--- config.mk ---
export PLATFORM = sky130hd
export DESIGN_NAME = ipv6_header_chain_parser_top_flat
export DESIGN_NICKNAME = d
export VERILOG_FILES = /design/src/rtl/core/ihcp_pkg.sv /design/src/rtl/core/ihcp_if.sv /design/src/rtl/core/ipv6_header_chain_parser_top.sv /design/src/flat_wrapper.sv
export VERILOG_INCLUDE_DIRS = /design/src /design/src/rtl/core
export SDC_FILE = /design/constraint.sdc
export NUM_CORES = 2
export LEC_CHECK = 0
export BUFFER_PORTS_ARGS = -buffer_cell sky130_fd_sc_hd__buf_2
export CAP_MARGIN = 10
export CORE_MARGIN = 4
export CORE_UTILIZATION = 55
export CTS_BUF_LIST = sky130_fd_sc_hd__clkbuf_16
export DETAILED_ROUTE_END_ITERATION = 6
export PLACE_DENSITY = 0.74
export SLEW_MARGIN = 20
export SYNTH_ARGS = -nofsm -noshare
export SYNTH_HDL_FRONTEND = slang
export SYNTH_SLANG_ARGS = --single-unit
--- constraint.sdc ---
create_clock -name clk -period 24.5 [get_ports clk]
set_input_delay 2.45 -clock clk [delete_from_list [all_inputs] [get_ports clk]]
set_output_delay 2.45 -clock clk [all_outputs]
set_load 0.1 [all_outputs]
--- src/rtl/core/assert_macros.svh ---
// Assertion macros shared by the parser RTL.
`ifndef ASSERT_MACROS_SVH
`define ASSERT_MACROS_SVH

// Check that cons holds in the same cycle as ante.
`define ASSERT_IMPLY(label, clk, rst_n, ante, cons) \
    label: assert property (@(posedge clk) disable iff (!rst_n) (ante) |-> (cons)) \
        else $error("assertion failed: same-cycle implication");

// Check that cons holds in the cycle after ante.
`define ASSERT_NEXT(label, clk, rst_n, ante, cons) \
    label: assert property (@(posedge clk) disable iff (!rst_n) (ante) |=> (cons)) \
        else $error("assertion failed: next-cycle implication");

`endif

--- src/rtl/core/ihcp_pkg.sv ---
// Package: constants, protocol numbers and result type of the IPv6 header chain parser.
`timescale 1ns / 1ps

package ihcp_pkg;

    localparam int OFFSET_BITS = 16;
    localparam int END_BITS    = ((OFFSET_BITS > 11) ? OFFSET_BITS : 11) + 1;
    localparam int HLEN_BITS   = 12;

    localparam logic [OFFSET_BITS-1:0] POS_MAX = '1;

    localparam logic [7:0] PROTO_HOPOPT   = 8'd0;
    localparam logic [7:0] PROTO_IPV4     = 8'd4;
    localparam logic [7:0] PROTO_TCP      = 8'd6;
    localparam logic [7:0] PROTO_UDP      = 8'd17;
    localparam logic [7:0] PROTO_ROUTING  = 8'd43;
    localparam logic [7:0] PROTO_FRAGMENT = 8'd44;
    localparam logic [7:0] PROTO_DSTOPTS  = 8'd60;
    localparam logic [7:0] PROTO_SCTP     = 8'd132;

    localparam logic [HLEN_BITS-1:0] FIXED_LEN = 12'd40;
    localparam logic [HLEN_BITS-1:0] FRAG_LEN  = 12'd8;
    localparam logic [HLEN_BITS-1:0] ROUTE_MIN = 12'd24;
    localparam logic [HLEN_BITS-1:0] ADDR_LEN  = 12'd16;

    typedef struct packed {
        logic [1:0]  status;
        logic [7:0]  next_protocol;
        logic [15:0] transport_offset;
        logic [15:0] payload_size;
        logic [7:0]  hop_limit;
        logic [63:0] source_high;
        logic [63:0] source_low;
        logic [63:0] dest_high;
        logic [63:0] dest_low;
        logic [12:0] fragment_offset;
        logic        more_fragments;
        logic [31:0] fragment_ident;
    } res_t;

endpackage

--- src/rtl/core/ihcp_if.sv ---
// Stream interfaces: packet byte beats in, parse result beats out.
`timescale 1ns / 1ps

interface ihcp_in_if;
    logic       valid;
    logic       ready;
    logic [7:0] data_byte;
    logic       last_byte;

    modport source (output valid, output data_byte, output last_byte, input ready);
    modport sink   (input valid, input data_byte, input last_byte, output ready);
endinterface

interface ihcp_out_if;
    logic        valid;
    logic        ready;
    logic [1:0]  status;
    logic [7:0]  next_protocol;
    logic [15:0] transport_offset;
    logic [15:0] payload_size;
    logic [7:0]  hop_limit;
    logic [63:0] source_high;
    logic [63:0] source_low;
    logic [63:0] dest_high;
    logic [63:0] dest_low;
    logic [12:0] fragment_offset;
    logic        more_fragments;
    logic [31:0] fragment_ident;

    modport source (
        output valid, output status, output next_protocol, output transport_offset,
        output payload_size, output hop_limit, output source_high, output source_low,
        output dest_high, output dest_low, output fragment_offset,
        output more_fragments, output fragment_ident, input ready
    );
    modport sink (
        input valid, input status, input next_protocol, input transport_offset,
        input payload_size, input hop_limit, input source_high, input source_low,
        input dest_high, input dest_low, input fragment_offset,
        input more_fragments, input fragment_ident, output ready
    );
endinterface

--- src/rtl/core/ipv6_header_chain_parser_top.sv ---
// Top level: byte-serial IPv6 fixed header capture and extension header walk.
// The parser takes one packet byte per beat and sustains one beat per clock while
// packet.ready is high. All header decoding for a byte is done in combinational
// next-state logic on the parse registers, and the result for a packet is
// registered from the beat that carries last_byte. Results leave through an output
// register backed by one skid entry, so input beats keep flowing while a result
// waits; packet.ready drops only while both entries hold results. There is no
// clearing pass after reset.
`timescale 1ns / 1ps

`include "assert_macros.svh"

module ipv6_header_chain_parser_top (
    input logic       clk,
    input logic       rst_n,
    ihcp_in_if.sink   packet,
    ihcp_out_if.source result
);
    import ihcp_pkg::*;

    typedef enum logic [2:0] {
        KIND_FIXED,
        KIND_OPTS,
        KIND_ROUTE,
        KIND_FRAG,
        KIND_DONE
    } kind_t;

    typedef enum logic [2:0] {
        OUT_TRANSPORT  = 3'd0,
        OUT_FRAGMENTED = 3'd1,
        OUT_SHORT      = 3'd2,
        OUT_UNKNOWN    = 3'd3,
        OUT_PARSING    = 3'd4
    } outcome_t;

    function automatic logic [15:0] sat_sub(input logic [15:0] a, input logic [HLEN_BITS-1:0] n);
        logic [15:0] n_ext;
        n_ext = 16'(n);
        return (a > n_ext) ? (a - n_ext) : 16'd0;
    endfunction

    logic [OFFSET_BITS-1:0] pos_reg, pos_next;
    kind_t                  kind_reg, kind_next;
    logic [OFFSET_BITS-1:0] start_reg, start_next;
    logic [END_BITS-1:0]    end_reg, end_next;
    logic [7:0]             proto_reg, proto_next;
    logic [15:0]            remain_reg, remain_next;
    logic [7:0]             hops_reg, hops_next;
    logic [127:0]           src_reg, src_next;
    logic [127:0]           dst_reg, dst_next;
    logic                   segs_reg, segs_next;
    logic [12:0]            foff_reg, foff_next;
    logic                   fmf_reg, fmf_next;
    logic [31:0]            fid_reg, fid_next;
    outcome_t               outcome_reg, outcome_next;
    logic [7:0]             pnext_reg, pnext_next;
    logic [15:0]            poflg_reg, poflg_next;
    logic [31:0]            pid_reg, pid_next;
    logic [127:0]           pdst_reg, pdst_next;

    logic                   out_valid_reg, out_valid_next;
    logic                   skid_valid_reg, skid_valid_next;
    res_t                   out_reg, out_next;
    res_t                   skid_reg, skid_next;
    res_t                   res_new;

    logic                   accept;
    logic                   push;
    logic                   pop;
    logic [7:0]             b;
    logic [OFFSET_BITS-1:0] ofs;
    logic [OFFSET_BITS-1:0] count;
    logic [END_BITS-1:0]    diff;
    logic [END_BITS-1:0]    diff_done;
    logic [HLEN_BITS-1:0]   hlen;
    logic [HLEN_BITS-1:0]   hlen_done;
    logic                   frag_stop;
    logic                   do_dispatch;

    assign accept       = packet.valid && packet.ready;
    assign push         = accept && packet.last_byte;
    assign pop          = out_valid_reg && result.ready;
    assign packet.ready = !skid_valid_reg;
    assign b            = packet.data_byte;

    always_comb
    begin
        pos_next     = pos_reg;
        kind_next    = kind_reg;
        start_next   = start_reg;
        end_next     = end_reg;
        proto_next   = proto_reg;
        remain_next  = remain_reg;
        hops_next    = hops_reg;
        src_next     = src_reg;
        dst_next     = dst_reg;
        segs_next    = segs_reg;
        foff_next    = foff_reg;
        fmf_next     = fmf_reg;
        fid_next     = fid_reg;
        outcome_next = outcome_reg;
        pnext_next   = pnext_reg;
        poflg_next   = poflg_reg;
        pid_next     = pid_reg;
        pdst_next    = pdst_reg;
        frag_stop    = 1'b0;
        do_dispatch  = 1'b0;
        diff_done    = '0;
        hlen_done    = '0;

        ofs   = pos_reg - start_reg;
        count = (pos_reg == POS_MAX) ? pos_reg : pos_reg + 1'b1;
        diff  = end_reg - END_BITS'(start_reg);
        hlen  = diff[HLEN_BITS-1:0];

        pos_next = count;

        if (kind_reg != KIND_DONE)
        begin
            case (kind_reg)
                KIND_FIXED:
                begin
                    if (ofs == 4)
                        remain_next = {b, 8'h00};
                    else if (ofs == 5)
                        remain_next = remain_reg | 16'(b);
                    else if (ofs == 6)
                        proto_next = b;
                    else if (ofs == 7)
                        hops_next = b;
                    else if (ofs >= 8 && ofs < 24)
                        src_next = {src_reg[119:0], b};
                    else if (ofs >= 24 && ofs < 40)
                        dst_next = {dst_reg[119:0], b};
                end
                KIND_OPTS, KIND_ROUTE:
                begin
                    if (ofs == 0)
                        pnext_next = b;
                    else if (ofs == 1)
                        end_next = END_BITS'(start_reg)
                                 + END_BITS'({9'(b) + 9'd1, 3'b000});
                    else if (ofs == 3 && kind_reg == KIND_ROUTE)
                        segs_next = (b != 8'd0);
                    if (kind_reg == KIND_ROUTE && ofs >= 8 && segs_reg && hlen >= ROUTE_MIN
                        && 32'(ofs) >= 32'(hlen) - 32'(ADDR_LEN))
                        pdst_next = {pdst_reg[119:0], b};
                end
                KIND_FRAG:
                begin
                    if (ofs == 0)
                        pnext_next = b;
                    else if (ofs == 2)
                        poflg_next = {b, 8'h00};
                    else if (ofs == 3)
                        poflg_next = poflg_reg | 16'(b);
                    else if (ofs >= 4 && ofs < 8)
                        pid_next = {pid_reg[23:0], b};
                end
                default:
                begin
                end
            endcase

            if (END_BITS'(count) == end_next)
            begin
                diff_done  = end_next - END_BITS'(start_reg);
                hlen_done  = diff_done[HLEN_BITS-1:0];
                start_next = end_next[OFFSET_BITS-1:0];
                case (kind_reg)
                    KIND_OPTS, KIND_ROUTE:
                    begin
                        remain_next = sat_sub(remain_next, hlen_done);
                        proto_next  = pnext_next;
                        if (kind_reg == KIND_ROUTE && segs_next && hlen_done >= ROUTE_MIN)
                            dst_next = pdst_next;
                        do_dispatch = 1'b1;
                    end
                    KIND_FRAG:
                    begin
                        remain_next = sat_sub(remain_next, FRAG_LEN);
                        proto_next  = pnext_next;
                        foff_next   = poflg_next[15:3];
                        fmf_next    = poflg_next[0];
                        fid_next    = pid_next;
                        frag_stop   = (poflg_next[15:3] != 13'd0) || poflg_next[0];
                        if (frag_stop)
                        begin
                            kind_next    = KIND_DONE;
                            outcome_next = OUT_FRAGMENTED;
                        end
                        else
                            do_dispatch = 1'b1;
                    end
                    default:
                        do_dispatch = 1'b1;
                endcase

                if (do_dispatch)
                begin
                    end_next  = END_BITS'(start_next) + END_BITS'(FRAG_LEN);
                    segs_next = 1'b0;
                    pdst_next = '0;
                    if (proto_next inside {PROTO_HOPOPT, PROTO_DSTOPTS})
                        kind_next = KIND_OPTS;
                    else if (proto_next == PROTO_ROUTING)
                        kind_next = KIND_ROUTE;
                    else if (proto_next == PROTO_FRAGMENT)
                        kind_next = KIND_FRAG;
                    else if (proto_next inside {PROTO_TCP, PROTO_UDP, PROTO_SCTP, PROTO_IPV4})
                    begin
                        kind_next    = KIND_DONE;
                        outcome_next = OUT_TRANSPORT;
                    end
                    else
                    begin
                        kind_next    = KIND_DONE;
                        outcome_next = OUT_UNKNOWN;
                    end
                end
            end
        end

        res_new        = '0;
        res_new.status = (outcome_next == OUT_PARSING) ? 2'(OUT_SHORT) : 2'(outcome_next);
        if (kind_next != KIND_FIXED)
        begin
            res_new.next_protocol    = proto_next;
            res_new.transport_offset = 16'(32'(start_next));
            res_new.payload_size     = remain_next;
            res_new.hop_limit        = hops_next;
            res_new.source_high      = src_next[127:64];
            res_new.source_low       = src_next[63:0];
            res_new.dest_high        = dst_next[127:64];
            res_new.dest_low         = dst_next[63:0];
            res_new.fragment_offset  = foff_next;
            res_new.more_fragments   = fmf_next;
            res_new.fragment_ident   = fid_next;
        end

        if (packet.last_byte)
        begin
            pos_next     = '0;
            kind_next    = KIND_FIXED;
            start_next   = '0;
            end_next     = END_BITS'(FIXED_LEN);
            proto_next   = '0;
            remain_next  = '0;
            hops_next    = '0;
            src_next     = '0;
            dst_next     = '0;
            segs_next    = 1'b0;
            foff_next    = '0;
            fmf_next     = 1'b0;
            fid_next     = '0;
            outcome_next = OUT_PARSING;
            pnext_next   = '0;
            poflg_next   = '0;
            pid_next     = '0;
            pdst_next    = '0;
        end
    end

    always_ff @(posedge clk or negedge rst_n)
    begin
        if (!rst_n)
        begin
            pos_reg     <= '0;
            kind_reg    <= KIND_FIXED;
            start_reg   <= '0;
            end_reg     <= END_BITS'(FIXED_LEN);
            proto_reg   <= '0;
            remain_reg  <= '0;
            hops_reg    <= '0;
            src_reg     <= '0;
            dst_reg     <= '0;
            segs_reg    <= 1'b0;
            foff_reg    <= '0;
            fmf_reg     <= 1'b0;
            fid_reg     <= '0;
            outcome_reg <= OUT_PARSING;
            pnext_reg   <= '0;
            poflg_reg   <= '0;
            pid_reg     <= '0;
            pdst_reg    <= '0;
        end
        else if (accept)
        begin
            pos_reg     <= pos_next;
            kind_reg    <= kind_next;
            start_reg   <= start_next;
            end_reg     <= end_next;
            proto_reg   <= proto_next;
            remain_reg  <= remain_next;
            hops_reg    <= hops_next;
            src_reg     <= src_next;
            dst_reg     <= dst_next;
            segs_reg    <= segs_next;
            foff_reg    <= foff_next;
            fmf_reg     <= fmf_next;
            fid_reg     <= fid_next;
            outcome_reg <= outcome_next;
            pnext_reg   <= pnext_next;
            poflg_reg   <= poflg_next;
            pid_reg     <= pid_next;
            pdst_reg    <= pdst_next;
        end
    end

    always_comb
    begin
        out_valid_next  = out_valid_reg;
        skid_valid_next = skid_valid_reg;
        out_next        = out_reg;
        skid_next       = skid_reg;
        if (skid_valid_reg)
        begin
            if (pop)
            begin
                out_next        = skid_reg;
                skid_valid_next = 1'b0;
            end
        end
        else if (push)
        begin
            if (!out_valid_reg || pop)
            begin
                out_next       = res_new;
                out_valid_next = 1'b1;
            end
            else
            begin
                skid_next       = res_new;
                skid_valid_next = 1'b1;
            end
        end
        else if (pop)
            out_valid_next = 1'b0;
    end

    always_ff @(posedge clk or negedge rst_n)
    begin
        if (!rst_n)
        begin
            out_valid_reg  <= 1'b0;
            skid_valid_reg <= 1'b0;
        end
        else
        begin
            out_valid_reg  <= out_valid_next;
            skid_valid_reg <= skid_valid_next;
        end
    end

    always_ff @(posedge clk)
    begin
        out_reg  <= out_next;
        skid_reg <= skid_next;
    end

    assign result.valid            = out_valid_reg;
    assign result.status           = out_reg.status;
    assign result.next_protocol    = out_reg.next_protocol;
    assign result.transport_offset = out_reg.transport_offset;
    assign result.payload_size     = out_reg.payload_size;
    assign result.hop_limit        = out_reg.hop_limit;
    assign result.source_high      = out_reg.source_high;
    assign result.source_low       = out_reg.source_low;
    assign result.dest_high        = out_reg.dest_high;
    assign result.dest_low         = out_reg.dest_low;
    assign result.fragment_offset  = out_reg.fragment_offset;
    assign result.more_fragments   = out_reg.more_fragments;
    assign result.fragment_ident   = out_reg.fragment_ident;

    `ASSERT_IMPLY(a_skid_behind_out, clk, rst_n, skid_valid_reg, out_valid_reg)
    `ASSERT_NEXT(a_push_to_empty_out, clk, rst_n, push && !out_valid_reg,
        out_valid_reg && !skid_valid_reg)
    `ASSERT_NEXT(a_stalled_result_held, clk, rst_n, out_valid_reg && !result.ready,
        out_valid_reg && $stable(out_reg))
    `ASSERT_IMPLY(a_walking_means_parsing, clk, rst_n, kind_reg != KIND_DONE,
        outcome_reg == OUT_PARSING)
    `ASSERT_IMPLY(a_done_has_outcome, clk, rst_n, kind_reg == KIND_DONE,
        outcome_reg != OUT_PARSING)

endmodule
--- src/flat_wrapper.sv ---
// flat-port wrapper written by rule: the top's interface ports become plain ports
module ipv6_header_chain_parser_top_flat import ihcp_pkg::*;
  (clk, rst_n, packet_valid, packet_data_byte, packet_last_byte, packet_ready, result_valid, result_status, result_next_protocol, result_transport_offset, result_payload_size, result_hop_limit, result_source_high, result_source_low, result_dest_high, result_dest_low, result_fragment_offset, result_more_fragments, result_fragment_ident, result_ready);
  ihcp_in_if packet_i ();
  ihcp_out_if result_i ();
  input logic clk;
  input logic rst_n;
  input wire logic [$bits(packet_i.valid)-1:0] packet_valid;
  input wire logic [$bits(packet_i.data_byte)-1:0] packet_data_byte;
  input wire logic [$bits(packet_i.last_byte)-1:0] packet_last_byte;
  output wire logic [$bits(packet_i.ready)-1:0] packet_ready;
  output wire logic [$bits(result_i.valid)-1:0] result_valid;
  output wire logic [$bits(result_i.status)-1:0] result_status;
  output wire logic [$bits(result_i.next_protocol)-1:0] result_next_protocol;
  output wire logic [$bits(result_i.transport_offset)-1:0] result_transport_offset;
  output wire logic [$bits(result_i.payload_size)-1:0] result_payload_size;
  output wire logic [$bits(result_i.hop_limit)-1:0] result_hop_limit;
  output wire logic [$bits(result_i.source_high)-1:0] result_source_high;
  output wire logic [$bits(result_i.source_low)-1:0] result_source_low;
  output wire logic [$bits(result_i.dest_high)-1:0] result_dest_high;
  output wire logic [$bits(result_i.dest_low)-1:0] result_dest_low;
  output wire logic [$bits(result_i.fragment_offset)-1:0] result_fragment_offset;
  output wire logic [$bits(result_i.more_fragments)-1:0] result_more_fragments;
  output wire logic [$bits(result_i.fragment_ident)-1:0] result_fragment_ident;
  input wire logic [$bits(result_i.ready)-1:0] result_ready;
  assign packet_i.valid = packet_valid;
  assign packet_i.data_byte = packet_data_byte;
  assign packet_i.last_byte = packet_last_byte;
  assign packet_ready = packet_i.ready;
  assign result_valid = result_i.valid;
  assign result_status = result_i.status;
  assign result_next_protocol = result_i.next_protocol;
  assign result_transport_offset = result_i.transport_offset;
  assign result_payload_size = result_i.payload_size;
  assign result_hop_limit = result_i.hop_limit;
  assign result_source_high = result_i.source_high;
  assign result_source_low = result_i.source_low;
  assign result_dest_high = result_i.dest_high;
  assign result_dest_low = result_i.dest_low;
  assign result_fragment_offset = result_i.fragment_offset;
  assign result_more_fragments = result_i.more_fragments;
  assign result_fragment_ident = result_i.fragment_ident;
  assign result_i.ready = result_ready;
  ipv6_header_chain_parser_top u_core (.clk(clk), .rst_n(rst_n), .packet(packet_i), .result(result_i));
endmodule
# After elaboration in Yosys (flattened, before gate mapping)
# Cells that the tools add are included.
# totals
word_cells	273
latch_bits	0
rom_bits	0
mem_bits_rw	0
mem_count	0
in_bits	13
out_inout_bits	354
ff_bits	1280
# op_classes
mux	141
order_cmp	11
n_addsub	10
mul	0
div_mod_pow	0
n_eq_ne	24
n_bitwise	4
reduce_logical	38
shifts	0
# op_table
cell	n
2-to-1 mux 128 bit	26
2-to-1 mux 352 bit	4
2-to-1 mux 32 bit	11
2-to-1 mux 350 bit	1
2-to-1 mux 16 bit	21
2-to-1 mux 8 bit	21
2-to-1 mux 17 bit	8
== test 16 x 3 -> 1 bit, second input constant	4
2-to-1 mux 3 bit	18
2-to-1 mux 13 bit	4
== test 16 x 2 -> 1 bit, second input constant	2
>= comparator 16 x 32 -> 1 bit	1
OR 16 x 8 -> 16 bit	2
one-hot mux 16 bit (2 select lines)	1
== test 8 x 6 -> 1 bit, second input constant	3
>= comparator 12 x 5 -> 1 bit, second input constant	2
2-to-1 mux 1 bit	24
subtractor 12 bit	2
adder 16 x 12 -> 17 bit	1
adder 16 x 4 -> 17 bit, second input constant	1
== test 16 x 17 -> 1 bit	1
adder 16 x 1 -> 16 bit, second input constant	1
== test 16 x 1 -> 1 bit, second input constant	1
== test 16 bit, second input constant	1
other kinds (39)	67

# Longest topological paths before layout
# logic_depth
word_depth	23
ltp_mapped	35
mapped_depth_nobuf	33

# Worst setup path before layout
# Ideal clock, no wire load.
# synth_timing
kind	input-to-reg
start	input port packet_valid
end	register u_core.out_reg (netlist bit u_core.result.dest_high[0]) (enable)
slack_ns	3.457
required_time_ns	23.315
setup_time_ns	1.185
arrival_ns	19.857
cell_stages	5
path_buffers	2
path_cell_list	nor2b_1 > clkbuf_1 > clkbuf_1 > nand2_1 > a21oi_1
# synth_via
elab_chain_cells	4
# synth_rtl
item	line	text
start: declaration	flat_wrapper.sv:8	input wire logic [$bits(packet_i.valid)-1:0] packet_valid;
logical AND 1 bit	ipv6_header_chain_parser_top.sv:81	assign accept = packet.valid && packet.ready;
logical AND 1 bit	ipv6_header_chain_parser_top.sv:82	assign push = accept && packet.last_byte;
nonzero test 2 bit (no source line)	n/a	
AND reduction 3 bit (no source line)	n/a	
end signal: assignment	ipv6_header_chain_parser_top.sv:358	out_reg <= out_next;
end: declaration	ipv6_header_chain_parser_top.sv:64	res_t out_reg, out_next;
# No other way between the ends.
# A chain may end at the register's enable or synchronous reset.

==> run metrics <==
run status finished, final reports clean; Post-synth ARST share 0.4491; Finished Layout Cells 7336; Total Wirelength 173200 µm; wire per inst 23.61 µm; clock skew 0.04116 ns; initial core utilization 0.5540; Top FF cell, synth edfxtp_1; most common cell after layout, fill and taps aside nand2_1; Worst Path Arrival 9.82 ns; number of fill cells between 8000 and 9000; Synth-to-Final Area Change 11.29%; sequential share of the synthesized area 0.5784; crit start category input port; total CTS buffers around 140; later-pin clock latency in the skew report 0.75 ns; Synth Area in Adders 0.01834; Total Routing Usage GR 0.2911; synth warn 0; CP cell instances buf_2 > inv_1 > ha_1 > inv_1 > fa_1 > nor2b_1 > o2111ai_1 > a21boi_0 > o211a_1 > o21ai_0 > a2111oi_0 > nand4bb_1 > mux2i_1 > nand2_1 > or4b_1 > o21ai_4 > buf_4 > buf_4 > or2_2 > o221ai_2 > o31ai_1; HP Class flip-flop to flip-flop; Cell Area, Synth 61390 µm²; Synth Area in Compound Gates 0.1886; XOR/XNOR Fraction of Synth Area 0.01439; RSZ-0062 raised after global routing false; chip width 342.1 µm; antenna violations before repair 7; commonest cells after routing, fill and taps aside nand2_1, edfxtp_1, nor2_1, dfrtp_1, buf_2; RePlAce Congestion slightly below 1; fin. max-slew vios 0; max_slew headroom 0.2149; Post-route DRC 0; Sink Count roughly 1300; Seq. cell area around 36000 µm²; PD cells around 110 nW/µm²; Worst setup EP type flip-flop; 1st-iter DRT viols between 5000 and 6000; CP max-delay cell buf_4; Hold Fails Final Rpt 0; largest family of logic cells by synthesized area compound AO/OA/AOI/OAI gates; core area 110800 µm²; post-synthesis mux area share 0.03956; Worst Path Buf+Inv 5; post-synthesis net count 5682; IO Pins about 370; endpoints failing setup 0; count of cell types in the netlist between 100 and 150; Antenna Nets Post-Route 0; hold_ws 0.4782 ns; H-tree depth 4; Clock Path Buffers 3; multi-input logic area 23830 µm²; layout cells sized above 1 0.1577; DIE HEIGHT 342.1 µm; Worst path max stage delay 0.93 ns; #FFs+latches synth 1278; leak pwr roughly 26 nW; Port-buffer cells 366; cell count after synthesis 5582; vias in the first global route 43270; CP max FO slightly below 70; Die ar. roughly 120000 µm²; Avg Cell Area, Syn approximately 11 µm²; Root Driver clkbuf_16; hold_buf cts 0; Final Cycle Share 0.3779; Final Net Count ~5800; DP Wirelength 109400 µm; Crit Path Category input port to flip-flop; # Post-CTS Setup Buffers 0; number of flops mapped to enable cells by yosys approximately 700; clock slew at reported path FFs ~0.06 ns; crit path time final about 9.3 ns; via count between 40000 and 50000; Largest register FFs 352; largest net degree at the start of global routing between 200 and 250; Slew @ Worst Pin 1.168 ns; vias per inst between 6 and 7; cell row count between 100 and 150; Peak VDD IR 0.1315 mV; Top delay family on crit path buffers and inverters; placed cells a little over 7000; fmax 108.0 MHz; worst endpoint required time 25.06 ns; maxcap violations 0; setup_tns 0 ns; Synth Area in Simple Gates 0.1248; TritonCTS clock tree yes; cells resized by post-CTS repair 0; first-pass GRT wire length ~270000 µm; DR pass1 iterations 6; total grt overflow 0
## tightest hold or removal path, stage by stage, from the launching register on
cell and delay (ns):
dfrtp_1 0.34, nand2_1 0.05, o21ai_0 0.06
## per-layer routing
layer	track usage	part of all wire	vias up
li1	-	-	20810
met1	0.4358	0.44	22880
met2	0.4370	0.45	2018
met3	0.05023	0.080	289
met4	0.08937	0.030	4
met5	0	0.00012	-
## worst paths after layout
check                               startpoint  cells after the start  slack, ns                        end
min reg2reg                 u_core.end_reg[16]                      2       0.48         u_core.end_reg[16]
max                        packet_data_byte[0]                     21      15.24  u_core.result.dest_low[3]
max in group asynchronous                rst_n                      4      19.84       u_core.remain_reg[5]
min                         u_core.end_reg[16]                      2       0.48         u_core.end_reg[16]
max reg2reg                  u_core.pos_reg[0]                     31      15.37  u_core.result.dest_low[3]
min in group asynchronous                rst_n                      1       1.72         u_core.fid_reg[30]
## through the flow
step                area, µm²  setup slack [ns]    util  power [mW]
floorplan               61390             3.457       -       4.836
global placement        63990             14.97  0.5774       5.319
detailed placement      63990             14.59  0.5774       5.350
CTS                     68270             15.40  0.6161       7.341
global route            68320             14.91  0.6165       7.628
finish                  68320             15.24  0.6165       7.320
## report_power, final
group	total, mW	switching (mW)	internal [mW]	leakage [nW]
registers	2.77	0.189	2.58	14.6
clock network	1.99	0.855	1.13	2.24
logic	2.56	2.00	0.564	9.39
## logic make-up after synthesis
family                   Yosys count
AO/OA/AOI/OAI                   1560
XOR/XNOR                          96
adder cells (fa/ha/maj)           87
buffers and inverters            511
flip-flops                      1278
multiplexers                     237
AND/OR/NAND/NOR                 1813
## final cells by class
| cell class | instances | area share |
|---|---|---|
| Inverter | 84 | 0.004615 |
| Multi-Input combinational cell | 3793 | 0.3488 |
| Tap cell | 1488 | 0.02725 |
| Sequential cell | 1278 | 0.5198 |
| Timing Repair Buffer | 444 | 0.03677 |
| Clock buffer | 140 | 0.05128 |
| Antenna cell | 1 | 0.00003663 |
| Clock inverter | 108 | 0.01146 |
## synthesized netlist by cell type (all sizes together) (13+ instances only)
library cell | count | area (µm²)
nor2b | 16 | 102.6
o21a | 14 | 105.1
a211oi | 41 | 473.0
buf | 147 | 834.5
nor3 | 54 | 297.8
o211ai | 13 | 97.59
a31oi | 132 | 825.8
o21ai | 420 | 2282
nor4 | 26 | 196.4
mux2 | 45 | 506.7
o31ai | 335 | 2944
nand3 | 45 | 230.2
or3 | 16 | 100.1
xnor2 | 61 | 534.3
clkbuf | 280 | 1059
o22ai | 14 | 87.58
nand2 | 901 | 3390
a21o | 25 | 187.7
a22o | 341 | 2987
mux2i | 192 | 1922
nand2b | 18 | 112.6
a21boi | 13 | 108.9
a21oi | 123 | 619.4
edfxtp | 704 | 21140
ha | 82 | 1026
dfrtp | 571 | 14290
and3 | 25 | 161.4
and2 | 19 | 118.9
inv | 84 | 315.3
xor2 | 32 | 280.3
nor2 | 605 | 2291
nand4 | 22 | 137.6
or2 | 24 | 150.2
Power figures use the tool's default switching activity.
